<file path="src/sv/baro_comp_pkg.sv">
// ----------------------------------------------------------------------------
// baro_comp_pkg
// types, constants and the control program of the pressure compensation block
// ----------------------------------------------------------------------------
package baro_comp_pkg;

  // calibration register indexes
  localparam int unsigned CfgIdxW = 3;
  localparam logic [CfgIdxW-1:0] REG_C1 = 3'd0;  // pressure sensitivity
  localparam logic [CfgIdxW-1:0] REG_C2 = 3'd1;  // pressure offset
  localparam logic [CfgIdxW-1:0] REG_C3 = 3'd2;  // sensitivity temperature coefficient
  localparam logic [CfgIdxW-1:0] REG_C4 = 3'd3;  // offset temperature coefficient
  localparam logic [CfgIdxW-1:0] REG_C5 = 3'd4;  // reference temperature
  localparam logic [CfgIdxW-1:0] REG_C6 = 3'd5;  // temperature coefficient

  // datapath widths
  localparam int unsigned RawW   = 24;
  localparam int unsigned CalW   = 16;
  localparam int unsigned DtW    = 25;
  localparam int unsigned MulBW  = 19;
  localparam int unsigned ProdW  = DtW + MulBW;  // 44
  localparam int unsigned TempW  = 21;
  localparam int unsigned HeldW  = 15;
  localparam int unsigned OffW   = 37;
  localparam int unsigned SensW  = 36;
  localparam int unsigned AccW   = 62;
  localparam int unsigned OutW   = 32;
  localparam int unsigned SensLoW = 17;

  // temperature constants, hundredths of a degree
  localparam logic signed [TempW-1:0] TEMP_BASE = 21'sd2000;
  localparam logic signed [TempW-1:0] WIN_LO    = -21'sd3000;
  localparam logic signed [TempW-1:0] WIN_HI    = 21'sd10000;

  // program step counter
  localparam int unsigned StepW = 4;
  typedef logic [StepW-1:0] step_t;
  localparam step_t STEP_WAIT = 4'd0;
  localparam step_t STEP_OUT  = 4'd9;

  typedef enum logic [2:0] {
    OP_NONE,
    OP_DT,      // dt = d2 - c5 * 256
    OP_TEMP,    // temp = 2000 + prod >> 23, window check
    OP_OFF,     // off = c2 * 2^16 + prod >> 7
    OP_SENS,    // sens = c1 * 2^15 + prod >> 8
    OP_ACC_LO,  // acc = prod
    OP_ACC_HI,  // acc += prod << 17
    OP_OUT      // pressure = (acc >> 21 - off) >> 15, load result register
  } alu_op_e;

  typedef enum logic {
    MA_DT,
    MA_D1
  } mul_a_e;

  typedef enum logic [2:0] {
    MB_C6,
    MB_C4,
    MB_C3,
    MB_SLO,
    MB_SHI
  } mul_b_e;

  typedef enum logic [1:0] {
    COND_NEVER,     // fall through
    COND_NO_IN,     // jump while no input request
    COND_OUT_BUSY,  // jump while the result register is full and not taken
    COND_ALWAYS
  } cond_e;

  typedef struct packed {
    alu_op_e alu;
    logic    mul_en;
    mul_a_e  mul_a;
    mul_b_e  mul_b;
    cond_e   cond;
    step_t   target;
    logic    last;
  } ctl_t;

  function automatic ctl_t ctl_rom(step_t step);
    ctl_t w;
    w = '{alu: OP_NONE, mul_en: 1'b0, mul_a: MA_DT, mul_b: MB_C6,
          cond: COND_NEVER, target: STEP_WAIT, last: 1'b0};
    case (step)
      4'd0: begin w.cond = COND_NO_IN; w.target = STEP_WAIT; end
      4'd1: w.alu = OP_DT;
      4'd2: begin w.mul_en = 1'b1; w.mul_a = MA_DT; w.mul_b = MB_C6; end
      4'd3: begin
        w.alu = OP_TEMP; w.mul_en = 1'b1; w.mul_a = MA_DT; w.mul_b = MB_C4;
      end
      4'd4: begin
        w.alu = OP_OFF; w.mul_en = 1'b1; w.mul_a = MA_DT; w.mul_b = MB_C3;
      end
      4'd5: w.alu = OP_SENS;
      4'd6: begin w.mul_en = 1'b1; w.mul_a = MA_D1; w.mul_b = MB_SLO; end
      4'd7: begin
        w.alu = OP_ACC_LO; w.mul_en = 1'b1; w.mul_a = MA_D1; w.mul_b = MB_SHI;
      end
      4'd8: w.alu = OP_ACC_HI;
      4'd9: begin
        w.alu = OP_OUT; w.cond = COND_OUT_BUSY; w.target = STEP_OUT; w.last = 1'b1;
      end
      default: begin w.cond = COND_ALWAYS; w.target = STEP_WAIT; end
    endcase
    return w;
  endfunction

endpackage

</file>
<file path="src/sv/baro_sensor_compensation.sv">
// ----------------------------------------------------------------------------
// baro_sensor_compensation
// first-order temperature compensation of raw barometer conversions
// ----------------------------------------------------------------------------
//
//  channel   | direction | handshake                    | payload
//  ----------+-----------+------------------------------+---------------------------
//  s_axis    | in        | s_axis_tvalid/s_axis_tready  | raw pressure, raw temperature
//  m_axis    | out       | m_axis_tvalid/m_axis_tready  | temp, held temp, pressure
//  cfg       | in        | cfg_valid_i/cfg_ready_o      | register index, 16-bit word
//
//  a request passes through an accept step and nine microcode steps, which
//  share the single 25x19 multiplier and its registered product
//  the input side is ready only at the wait step; the result register lets
//  the next request start while the last result is still waiting
//  a full result register that is not taken holds the sequencer at its final step
//  reset clears the sequencer, the result valid, calibration and held temp
//
module baro_sensor_compensation
  import baro_comp_pkg::*;
(
  input  logic               clk_i,
  input  logic               rst_ni,
  // [23:0] raw_pressure, [47:24] raw_temperature
  input  logic [47:0]        s_axis_tdata,
  input  logic               s_axis_tvalid,
  output logic               s_axis_tready,
  // [31:0] temp_centi, [46:32] held_temp_centi, [78:47] pressure_pa, [79] zero
  output logic [79:0]        m_axis_tdata,
  // [0] temp_accepted
  output logic               m_axis_tuser,
  output logic               m_axis_tvalid,
  input  logic               m_axis_tready,
  input  logic               cfg_valid_i,
  output logic               cfg_ready_o,
  input  logic [CfgIdxW-1:0] cfg_index_i,
  input  logic [CalW-1:0]    cfg_data_i
);

  // calibration words
  logic [CalW-1:0] c1_q, c2_q, c3_q, c4_q, c5_q, c6_q;

  // sequencer
  step_t step_q, step_d;
  ctl_t  ctl;
  logic  in_fire, out_busy, out_load, cond_hit;

  // datapath registers
  logic [RawW-1:0]          d1_q, d2_q;
  logic signed [DtW-1:0]    dt_q, dt_d;
  logic signed [ProdW-1:0]  prod_q, prod_d;
  logic signed [TempW-1:0]  temp_q, temp_d;
  logic                     ok_q, ok_d;
  logic signed [HeldW-1:0]  held_q;
  logic signed [OffW-1:0]   off_q, off_d;
  logic signed [SensW-1:0]  sens_q, sens_d;
  logic signed [AccW-1:0]   acc_q, acc_d;
  logic signed [DtW-1:0]    mul_a;
  logic signed [MulBW-1:0]  mul_b;
  logic signed [41:0]       press_diff;

  // result register
  logic                     out_valid_q;
  logic signed [OutW-1:0]   out_temp_q;
  logic signed [HeldW-1:0]  out_held_q;
  logic                     out_ok_q;
  logic signed [OutW-1:0]   out_press_q;

  // configuration: always ready, unknown indexes ignored
  assign cfg_ready_o = 1'b1;

  always_ff @(posedge clk_i or negedge rst_ni) begin
    if (!rst_ni) begin
      c1_q <= '0;
      c2_q <= '0;
      c3_q <= '0;
      c4_q <= '0;
      c5_q <= '0;
      c6_q <= '0;
    end else if (cfg_valid_i && cfg_ready_o) begin
      case (cfg_index_i)
        REG_C1:  c1_q <= cfg_data_i;
        REG_C2:  c2_q <= cfg_data_i;
        REG_C3:  c3_q <= cfg_data_i;
        REG_C4:  c4_q <= cfg_data_i;
        REG_C5:  c5_q <= cfg_data_i;
        REG_C6:  c6_q <= cfg_data_i;
        default: ;
      endcase
    end
  end

  // control word for the current step
  assign ctl = ctl_rom(step_q);

  assign s_axis_tready = (ctl.cond == COND_NO_IN);
  assign in_fire       = s_axis_tvalid && s_axis_tready;
  assign out_busy      = out_valid_q && !m_axis_tready;
  assign out_load      = (ctl.alu == OP_OUT) && !out_busy;

  always_comb begin
    case (ctl.cond)
      COND_NO_IN:    cond_hit = !in_fire;
      COND_OUT_BUSY: cond_hit = out_busy;
      COND_ALWAYS:   cond_hit = 1'b1;
      default:       cond_hit = 1'b0;
    endcase
    if (cond_hit) begin
      step_d = ctl.target;
    end else if (ctl.last) begin
      step_d = STEP_WAIT;
    end else begin
      step_d = step_q + step_t'(1);
    end
  end

  // shared multiplier operands
  always_comb begin
    case (ctl.mul_a)
      MA_D1:   mul_a = $signed({1'b0, d1_q});
      default: mul_a = dt_q;
    endcase
    case (ctl.mul_b)
      MB_C6:   mul_b = $signed({3'b000, c6_q});
      MB_C4:   mul_b = $signed({3'b000, c4_q});
      MB_C3:   mul_b = $signed({3'b000, c3_q});
      MB_SLO:  mul_b = $signed({2'b00, sens_q[SensLoW-1:0]});
      MB_SHI:  mul_b = sens_q[SensW-1:SensLoW];
      default: mul_b = '0;
    endcase
  end

  assign prod_d = mul_a * mul_b;

  // alu results, each taken only at its own step
  assign dt_d   = $signed({1'b0, d2_q}) - $signed({1'b0, c5_q, 8'h00});
  assign temp_d = $signed(prod_q[ProdW-1:23]) + TEMP_BASE;
  assign ok_d   = (temp_d > WIN_LO) && (temp_d < WIN_HI);
  assign off_d  = $signed({5'b00000, c2_q, 16'h0000}) + $signed(prod_q[ProdW-1:7]);
  assign sens_d = $signed({5'b00000, c1_q, 15'h0000}) + $signed(prod_q[ProdW-1:8]);

  always_comb begin
    case (ctl.alu)
      OP_ACC_LO: acc_d = {{(AccW-ProdW){prod_q[ProdW-1]}}, prod_q};
      OP_ACC_HI: acc_d = acc_q + $signed({prod_q[ProdW-1], prod_q, 17'h00000});
      default:   acc_d = acc_q;
    endcase
  end

  // floor of acc / 2^21 minus offset; the final / 2^15 is the part-select
  assign press_diff = $signed({acc_q[AccW-1], acc_q[AccW-1:21]})
                    - $signed({{(42-OffW){off_q[OffW-1]}}, off_q});

  // sequencer, held temperature and result valid
  always_ff @(posedge clk_i or negedge rst_ni) begin
    if (!rst_ni) begin
      step_q      <= STEP_WAIT;
      held_q      <= '0;
      out_valid_q <= 1'b0;
    end else begin
      step_q <= step_d;
      if ((ctl.alu == OP_TEMP) && ok_d) begin
        held_q <= temp_d[HeldW-1:0];
      end
      if (out_load) begin
        out_valid_q <= 1'b1;
      end else if (m_axis_tready) begin
        out_valid_q <= 1'b0;
      end
    end
  end

  // payload registers
  always_ff @(posedge clk_i) begin
    if (in_fire) begin
      d1_q <= s_axis_tdata[23:0];
      d2_q <= s_axis_tdata[47:24];
    end
    if (ctl.mul_en) begin
      prod_q <= prod_d;
    end
    if (ctl.alu == OP_DT) begin
      dt_q <= dt_d;
    end
    if (ctl.alu == OP_TEMP) begin
      temp_q <= temp_d;
      ok_q   <= ok_d;
    end
    if (ctl.alu == OP_OFF) begin
      off_q <= off_d;
    end
    if (ctl.alu == OP_SENS) begin
      sens_q <= sens_d;
    end
    acc_q <= acc_d;
    if (out_load) begin
      // both values stay far inside 32 bits, so sign extension is the clamp
      out_temp_q  <= {{(OutW-TempW){temp_q[TempW-1]}}, temp_q};
      out_held_q  <= held_q;
      out_ok_q    <= ok_q;
      out_press_q <= {{(OutW-27){press_diff[41]}}, press_diff[41:15]};
    end
  end

  assign m_axis_tvalid = out_valid_q;
  assign m_axis_tuser  = out_ok_q;
  assign m_axis_tdata  = {1'b0, out_press_q, out_held_q, out_temp_q};

  // checks
  a_rise_after_out: assert property (@(posedge clk_i) disable iff (!rst_ni)
    $rose(m_axis_tvalid) |-> $past(step_q == STEP_OUT))
    else $error("result valid without a final step");

  a_held_on_temp: assert property (@(posedge clk_i) disable iff (!rst_ni)
    !$stable(held_q) |-> $past(ctl.alu == OP_TEMP))
    else $error("held temperature changed outside its step");

  a_held_window: assert property (@(posedge clk_i) disable iff (!rst_ni)
    (held_q > -15'sd3000) && (held_q < 15'sd10000))
    else $error("held temperature outside the window");

  a_start_step: assert property (@(posedge clk_i) disable iff (!rst_ni)
    in_fire |=> (step_q == step_t'(1)))
    else $error("sequencer did not start after an input request");

endmodule
</file>
<file path="config.mk">
export PLATFORM = sky130hd
export DESIGN_NAME = baro_sensor_compensation
export DESIGN_NICKNAME = d
export VERILOG_FILES = /design/src/sv/baro_comp_pkg.sv /design/src/sv/baro_sensor_compensation.sv
export SDC_FILE = /design/constraint.sdc
export NUM_CORES = 2
export LEC_CHECK = 0
export ABC_CLOCK_PERIOD_IN_PS = 24600
export BUFFER_PORTS_ARGS = -buffer_cell sky130_fd_sc_hd__buf_4
export CAP_MARGIN = 20
export CORE_MARGIN = 2
export CORE_UTILIZATION = 55
export CTS_CLUSTER_DIAMETER = 60
export DETAILED_ROUTE_END_ITERATION = 8
export HOLD_SLACK_MARGIN = 0.15
export PLACE_DENSITY = 0.78
export SLEW_MARGIN = 10
export SYNTH_ARGS = -nofsm -noshare
export SYNTH_HDL_FRONTEND = slang
export SYNTH_SLANG_ARGS = --single-unit
</file>
<file path="constraint.sdc">
create_clock -name clk_i -period 24.6 [get_ports clk_i]
set_input_delay 3.69 -clock clk_i [delete_from_list [all_inputs] [get_ports clk_i]]
set_output_delay 3.69 -clock clk_i [all_outputs]
set_load 0.01 [all_outputs]
</file>
# ---- Word level (Yosys, flattened, before mapping)
# Cells that the tools add are included.
dict set report totals {
  regBits 454
}
dict set report classes {
  add_sub_neg 7
  mul 1
  order_cmp 2
  n_eq_ne 28
  n_mux 12
  reduce_logical 20
}
# cell n
set op_table {}
lappend op_table {{$pmux W62 S2} 1}
lappend op_table {{$pmux W19 S5} 1}
lappend op_table {{$add A62 B61 Y62} 1}
lappend op_table {{$mul A25 B19 Y44} 1}
lappend op_table {{$sub A41 B37 Y42} 1}
lappend op_table {{$add A33 B37 Y37} 1}
lappend op_table {{$add A32 B36 Y36} 1}
lappend op_table {{$mux W25} 1}
lappend op_table {{$pmux W5 S5} 1}
lappend op_table {{$sub A24 B24 Y25} 1}
lappend op_table {{$add A21 B12 Y21 const B} 1}
lappend op_table {{$eq A3 B3 Y1 const B} 7}
lappend op_table {{$gt A21 B13 Y1 const B} 1}
lappend op_table {{$lt A21 B15 Y1 const B} 1}
lappend op_table {{$pmux W3 S7} 1}
lappend op_table {{$eq A3 B2 Y1 const B} 6}
lappend op_table {{$pmux W6 S3} 1}
lappend op_table {{$eq A4 B3 Y1 const B} 4}
lappend op_table {{$reduce_and A2 Y1} 6}
lappend op_table {{$eq A3 B1 Y1 const B} 3}
lappend op_table {{$eq A4 B2 Y1 const B} 2}
lappend op_table {{$eq A4 B4 Y1 const B} 2}
lappend op_table {{$mux W4} 2}
lappend op_table {{$reduce_or A8 Y1} 1}
lappend op_table {{11 further kinds} 22}

# ---- Depth between registers and ports, before layout
dict set report depth {
  depth_word 8
  ltp_mapped 34
  depth_no_buf 31
}

# ---- Worst setup path after synthesis
# No wires, ideal clock.
dict set report synth_path {
  kind {reg-to-reg}
  start {reg step_q[3]}
  end {reg prod_q[40] (data pin)}
  setup_time_ns 0.259
  arrival_ns 9.363
  setup_slack_ns 14.979
  path_stages_with_launch 34
  path_buffers 3
  path_cell_list {dfrtp_1 -> clkbuf_1 -> nand2b_1 -> nor3_1 -> clkbuf_1 -> nand2_1 -> nand2_1 -> a221o_1 -> clkbuf_1 -> nand2_1 -> fa_1 -> inv_1 -> fa_1 -> inv_1 -> fa_1 -> inv_1 -> fa_1 -> fa_1 -> fa_1 -> inv_1 -> fa_1 -> inv_1 -> ha_1 -> a21o_1 -> a21oi_1 -> o21bai_1 -> or3_1 -> a221oi_1 -> a311oi_1 -> o41a_1 -> a211o_1 -> a21o_1 -> a21oi_1 -> xnor2_1}
}
dict set report synth_via {
  elab_chain_cells 5
  elab_cells_between_ends 14
  cone_classes {mul: 1; eq/ne: 9; mux: 3; reduce/logical: 1}
}
# item line
set synth_lines {}
lappend synth_lines {{start: declaration} baro_sensor_compensation.sv:44} ;# step_t step_q, step_d;
lappend synth_lines {{start signal: assignment} baro_sensor_compensation.sv:161} ;# step_q <= step_d;
lappend synth_lines {{$eq A4 B3 Y1 / $eq A4 B2 Y1 (equally long branches)} baro_comp_pkg.sv:86} ;# case (step)
lappend synth_lines {{$pmux W5 S5 (*)} baro_comp_pkg.sv:86}
lappend synth_lines {{$eq A3 B3 Y1 (tied with other cells)} baro_sensor_compensation.sv:123} ;# case (ctl.mul_b)
lappend synth_lines {{$pmux W19 S5} baro_sensor_compensation.sv:123}
lappend synth_lines {{$mul A25 B19 Y44 (*)} baro_sensor_compensation.sv:133} ;# assign prod_d = mul_a * mul_b;
lappend synth_lines {{via prod_d[40]} baro_sensor_compensation.sv:51} ;# logic signed [ProdW-1:0] prod_q, prod_d;
lappend synth_lines {{end signal: assignment} baro_sensor_compensation.sv:180} ;# prod_q <= prod_d;
lappend synth_lines {{end: declaration} baro_sensor_compensation.sv:51}
# Mark *: on every way through the listed nets, which the timed path passes. The rest lies on a longest branch.
# A chain may end at the register's enable or synchronous reset.

# ---- Final worst setup path
# Same ends and word-level chain as after synthesis.

==> results.yml <==
final_layout:
  syn_to_final_growth_pct: 10.28
  layout_common_cells: "591 x sky130_fd_sc_hd__inv_1, 475 x sky130_fd_sc_hd__fa_1, 413 x sky130_fd_sc_hd__nand2_1, 321 x sky130_fd_sc_hd__edfxtp_1, 297 x sky130_fd_sc_hd__nor2_1"
  numnets_final: 4567
  final_common_cell: "sky130_fd_sc_hd__inv_1"
  post_route_cells_drive_above_1_share: 0.1136
  antennaDiodeCount: 0
  finalNonFillerCells: 4733
setup_path:
  r2r_cells: 31
  cp_data_arrival_time_ns: 9.98
  required_time_at_the_worst_slack_endpoint_ns: 24.96
  critPathMaxFanout: 51
  worst_flop_to_flop_path_startpoint: "step_q[3]"
  slowest_stage: "sky130_fd_sc_hd__buf_4"
  worst-setup-path-type: "reg2reg"
  critical_path.endpoint_type: "flop"
  cp_slowest_stage_delay_ns: 0.66
  timing.reg2reg.setup_slack_ns: 14.98
  reg2reg_to: "prod_q[40]"
  critical_path_most_common_cell: "sky130_fd_sc_hd__fa_1"
  critPathLaunchType: "flop"
clock_network:
  cts_buffer_depth: 3
  cts.sink_count: 437
  cts.reportedPaths.clkPinSlew_ns: 0.06
  root_buffer: "sky130_fd_sc_hd__clkbuf_16"
  post_cts_buffers: 0
  htree_num_levels: 2
  cts-buffers-inserted: 50
  number_of_gates_given_a_new_drive_strength_after_cts: 0
  cts_hold_buffers: 0
  cts_tree: "yes"
  clk_lat_worst_skew_ns: 0.63
floorplan:
  floorplan.initialDensity: 0.5571
  design.die.area_mm2: 0.07185
  floorplan.die.width_um: 268.0
  boundaryPins: 156
  die_h_um: 268.0
  fp.coreArea_mm2: 0.06883
  row_count: 96
detailed_routing:
  drc_errors: 0
  detail_route.vias_per_cell: 5.818
  drtPass1Iterations: 8
  detail_route.wirelength_um: 102000
  via_count: 27538
  ant_nets: 0
  detail_route.iter0.violations: 2432
  avgRoutedWirePerCell_um: 21.56
synth:
  ys_seq_area_frac: 0.3271
  synthesis.instances: 3631
  post_synth.cell_area_avg_um2: 10.56
  ys_ff_latch: 437
  synth_area_mm2: 0.03834
  async_reset_ff_frac: 0.2654
  synth_flop_cell: "sky130_fd_sc_hd__edfxtp_1"
  yosysUniqueCellTypes: 83
  synth_edf_count: 321
  yosys_warnings: 0
timing:
  timing_worst_slew_pin_value_ns: 1.107
  finalSetupTns_ns: 0
  slew-limit-headroom: 0.2411
  max_clock_freq_mhz: 103.9
  final_setup_skew_ns: 0.04468
  min_period_ns: 9.621
  timing.final.hold_violations: 0
  grt_setup_unrepaired: "no"
  layout_worst_path_cycle_share: 0.3911
  final-setup-viol-count: 0
  slew_violations: 0
place:
  placed_cells: 4637
  numPortBuffers: 153
  gp_congestion: 0.9751
  detailed_place_hpwl_um: 77480
grt:
  grt_pass1_wl_um: 158200
  grt_start_max_net_pins: 66
  grt_remaining_overflow: 0
  grt_pass1_vias: 28157
  grt_antenna_before_repair: 2
  grt_util_all_layers: 0.2914
min_path:
  worstHoldStart: "temp_q[5]"
  min_to: "out_temp_q[5]"
  timing.hold.worst.class: "reg2reg"
  whs_path_depth: 0
run_status:
  status: "completed"
job:
  max_cap_violations: 0
[cells by family (layout without fill, tap and decap cells)]
| logic type | Yosys count | after routing | synth area share |
|---|---|---|---|
| adder cells (fa/ha/maj) | 734 | 734 | 0.3325 |
| AND/OR/NAND/NOR | 932 | 932 | 0.1043 |
| multiplexers | 146 | 146 | 0.04200 |
| flip-flops | 437 | 437 | 0.3271 |
| AO/OA/AOI/OAI | 506 | 506 | 0.08644 |
| other | 2 | 6 | 0.0001959 |
| buffers and inverters | 721 | 888 | 0.07254 |
| XOR/XNOR | 153 | 153 | 0.03495 |
[Yosys cell counts, types with 5 or more instances]
master / instances / area [um2]
sky130_fd_sc_hd__inv_1: 591 / 2218
sky130_fd_sc_hd__fa_1: 475 / 9509
sky130_fd_sc_hd__nand2_1: 414 / 1554
sky130_fd_sc_hd__edfxtp_1: 321 / 9639
sky130_fd_sc_hd__nor2_1: 300 / 1126
sky130_fd_sc_hd__ha_1: 259 / 3241
sky130_fd_sc_hd__a21oi_1: 125 / 625.6
sky130_fd_sc_hd__dfrtp_1: 116 / 2903
sky130_fd_sc_hd__o21ai_0: 112 / 560.5
sky130_fd_sc_hd__clkbuf_1: 105 / 394.1
sky130_fd_sc_hd__mux2_2: 103 / 1160
sky130_fd_sc_hd__xnor2_1: 96 / 840.8
sky130_fd_sc_hd__xor2_1: 57 / 499.2
sky130_fd_sc_hd__a21o_1: 51 / 382.9
sky130_fd_sc_hd__nor3_1: 37 / 185.2
sky130_fd_sc_hd__and2_1: 32 / 200.2
sky130_fd_sc_hd__nand2b_1: 31 / 193.9
sky130_fd_sc_hd__mux2i_1: 27 / 270.3
sky130_fd_sc_hd__nor2b_1: 27 / 168.9
sky130_fd_sc_hd__nand3_1: 26 / 130.1
sky130_fd_sc_hd__o21a_1: 26 / 195.2
sky130_fd_sc_hd__a22oi_1: 19 / 142.6
sky130_fd_sc_hd__o21bai_1: 19 / 142.6
sky130_fd_sc_hd__buf_4: 18 / 135.1
sky130_fd_sc_hd__nand4_1: 17 / 106.4
sky130_fd_sc_hd__a211oi_1: 16 / 120.1
sky130_fd_sc_hd__mux2_1: 16 / 180.2
sky130_fd_sc_hd__o21ai_1: 15 / 75.07
sky130_fd_sc_hd__a221o_1: 14 / 140.1
sky130_fd_sc_hd__a221oi_1: 12 / 105.1
sky130_fd_sc_hd__o31ai_1: 11 / 82.58
sky130_fd_sc_hd__and3_1: 10 / 62.56
sky130_fd_sc_hd__o211ai_1: 10 / 75.07
sky130_fd_sc_hd__or2_2: 9 / 56.30
sky130_fd_sc_hd__or3_1: 9 / 56.30
sky130_fd_sc_hd__a31oi_1: 8 / 50.05
sky130_fd_sc_hd__a21boi_1: 7 / 52.55
sky130_fd_sc_hd__a311oi_1: 6 / 52.55
sky130_fd_sc_hd__a211o_1: 5 / 43.79
sky130_fd_sc_hd__buf_1: 5 / 18.77
[worst max-delay path by stage]
stage	start	end	slack [ns]	cells past startpoint
2_1_floorplan	step_q[3]	prod_q[40]	14.98	33
3_3_place_gp	step_q[2]	prod_q[40]	15.26	32
3_5_place_dp	step_q[3]	prod_q[40]	15.05	31
4_1_cts	step_q[3]	prod_q[40]	15.05	31
5_1_grt	step_q[2]	prod_q[40]	14.50	32
6_report	step_q[3]	prod_q[40]	14.98	31
[sequential cells by signal (all words and copies together) (netlist names), 4 cells and up]
signal	cells
c2_q	16
sens_q	36
off_q	37
prod_q	44
out_press_q	27
c4_q	16
held_q	15
d2_q	24
c5_q	16
c1_q	16
d1_q	24
acc_q	45
dt_q	25
out_temp_q	21
c6_q	16
c3_q	16
temp_q	21
step_q	4
out_held_q	15
[final cells by class]
| class | count | area [um2] |
|---|---|---|
| fillers | 5512 | 26540 |
| clock inverters | 36 | 350.3 |
| repair buffers | 203 | 1551 |
| multi-input cells | 2477 | 23180 |
| well taps | 931 | 1165 |
| inverters | 592 | 2222 |
| flip-flops and latches | 437 | 12540 |
| clock buffers | 57 | 1277 |
[stage by stage]
| step | instance area [um2] | hold slack, ns | worst slack (ns) | utilization |
|---|---|---|---|---|
| global route | 42290 | 0.4189 | 14.50 | 0.6144 |
| CTS | 42240 | 0.4172 | 15.05 | 0.6137 |
| floorplan | 38360 | 0.4003 | 14.98 | - |
| global placement | 40590 | 0.4018 | 15.26 | 0.5898 |
| detailed placement | 40610 | 0.4045 | 15.05 | 0.5900 |
| finish | 42290 | 0.4138 | 14.98 | 0.6144 |
[critical path: cells and delay by family (launching register included)]
family | cells | cell delay [ns]
AO/OA/AOI/OAI | 10 | 2.45
XOR/XNOR | 1 | 0.08
adder cells (fa/ha/maj) | 8 | 3.66
buffers and inverters | 7 | 1.54
flip-flops | 1 | 0.58
AND/OR/NAND/NOR | 5 | 1.04
[layer usage]
metal / GRT usage / part of all wire
met1: 0.3899 / 0.39
met3: 0.06139 / 0.097
met2: 0.4544 / 0.45
met4: 0.1437 / 0.058
met5: 0 / 0.00022
Power is not shown: default switching activity piles up to over one toggle a cycle in this logic, so the estimate is an artifact.
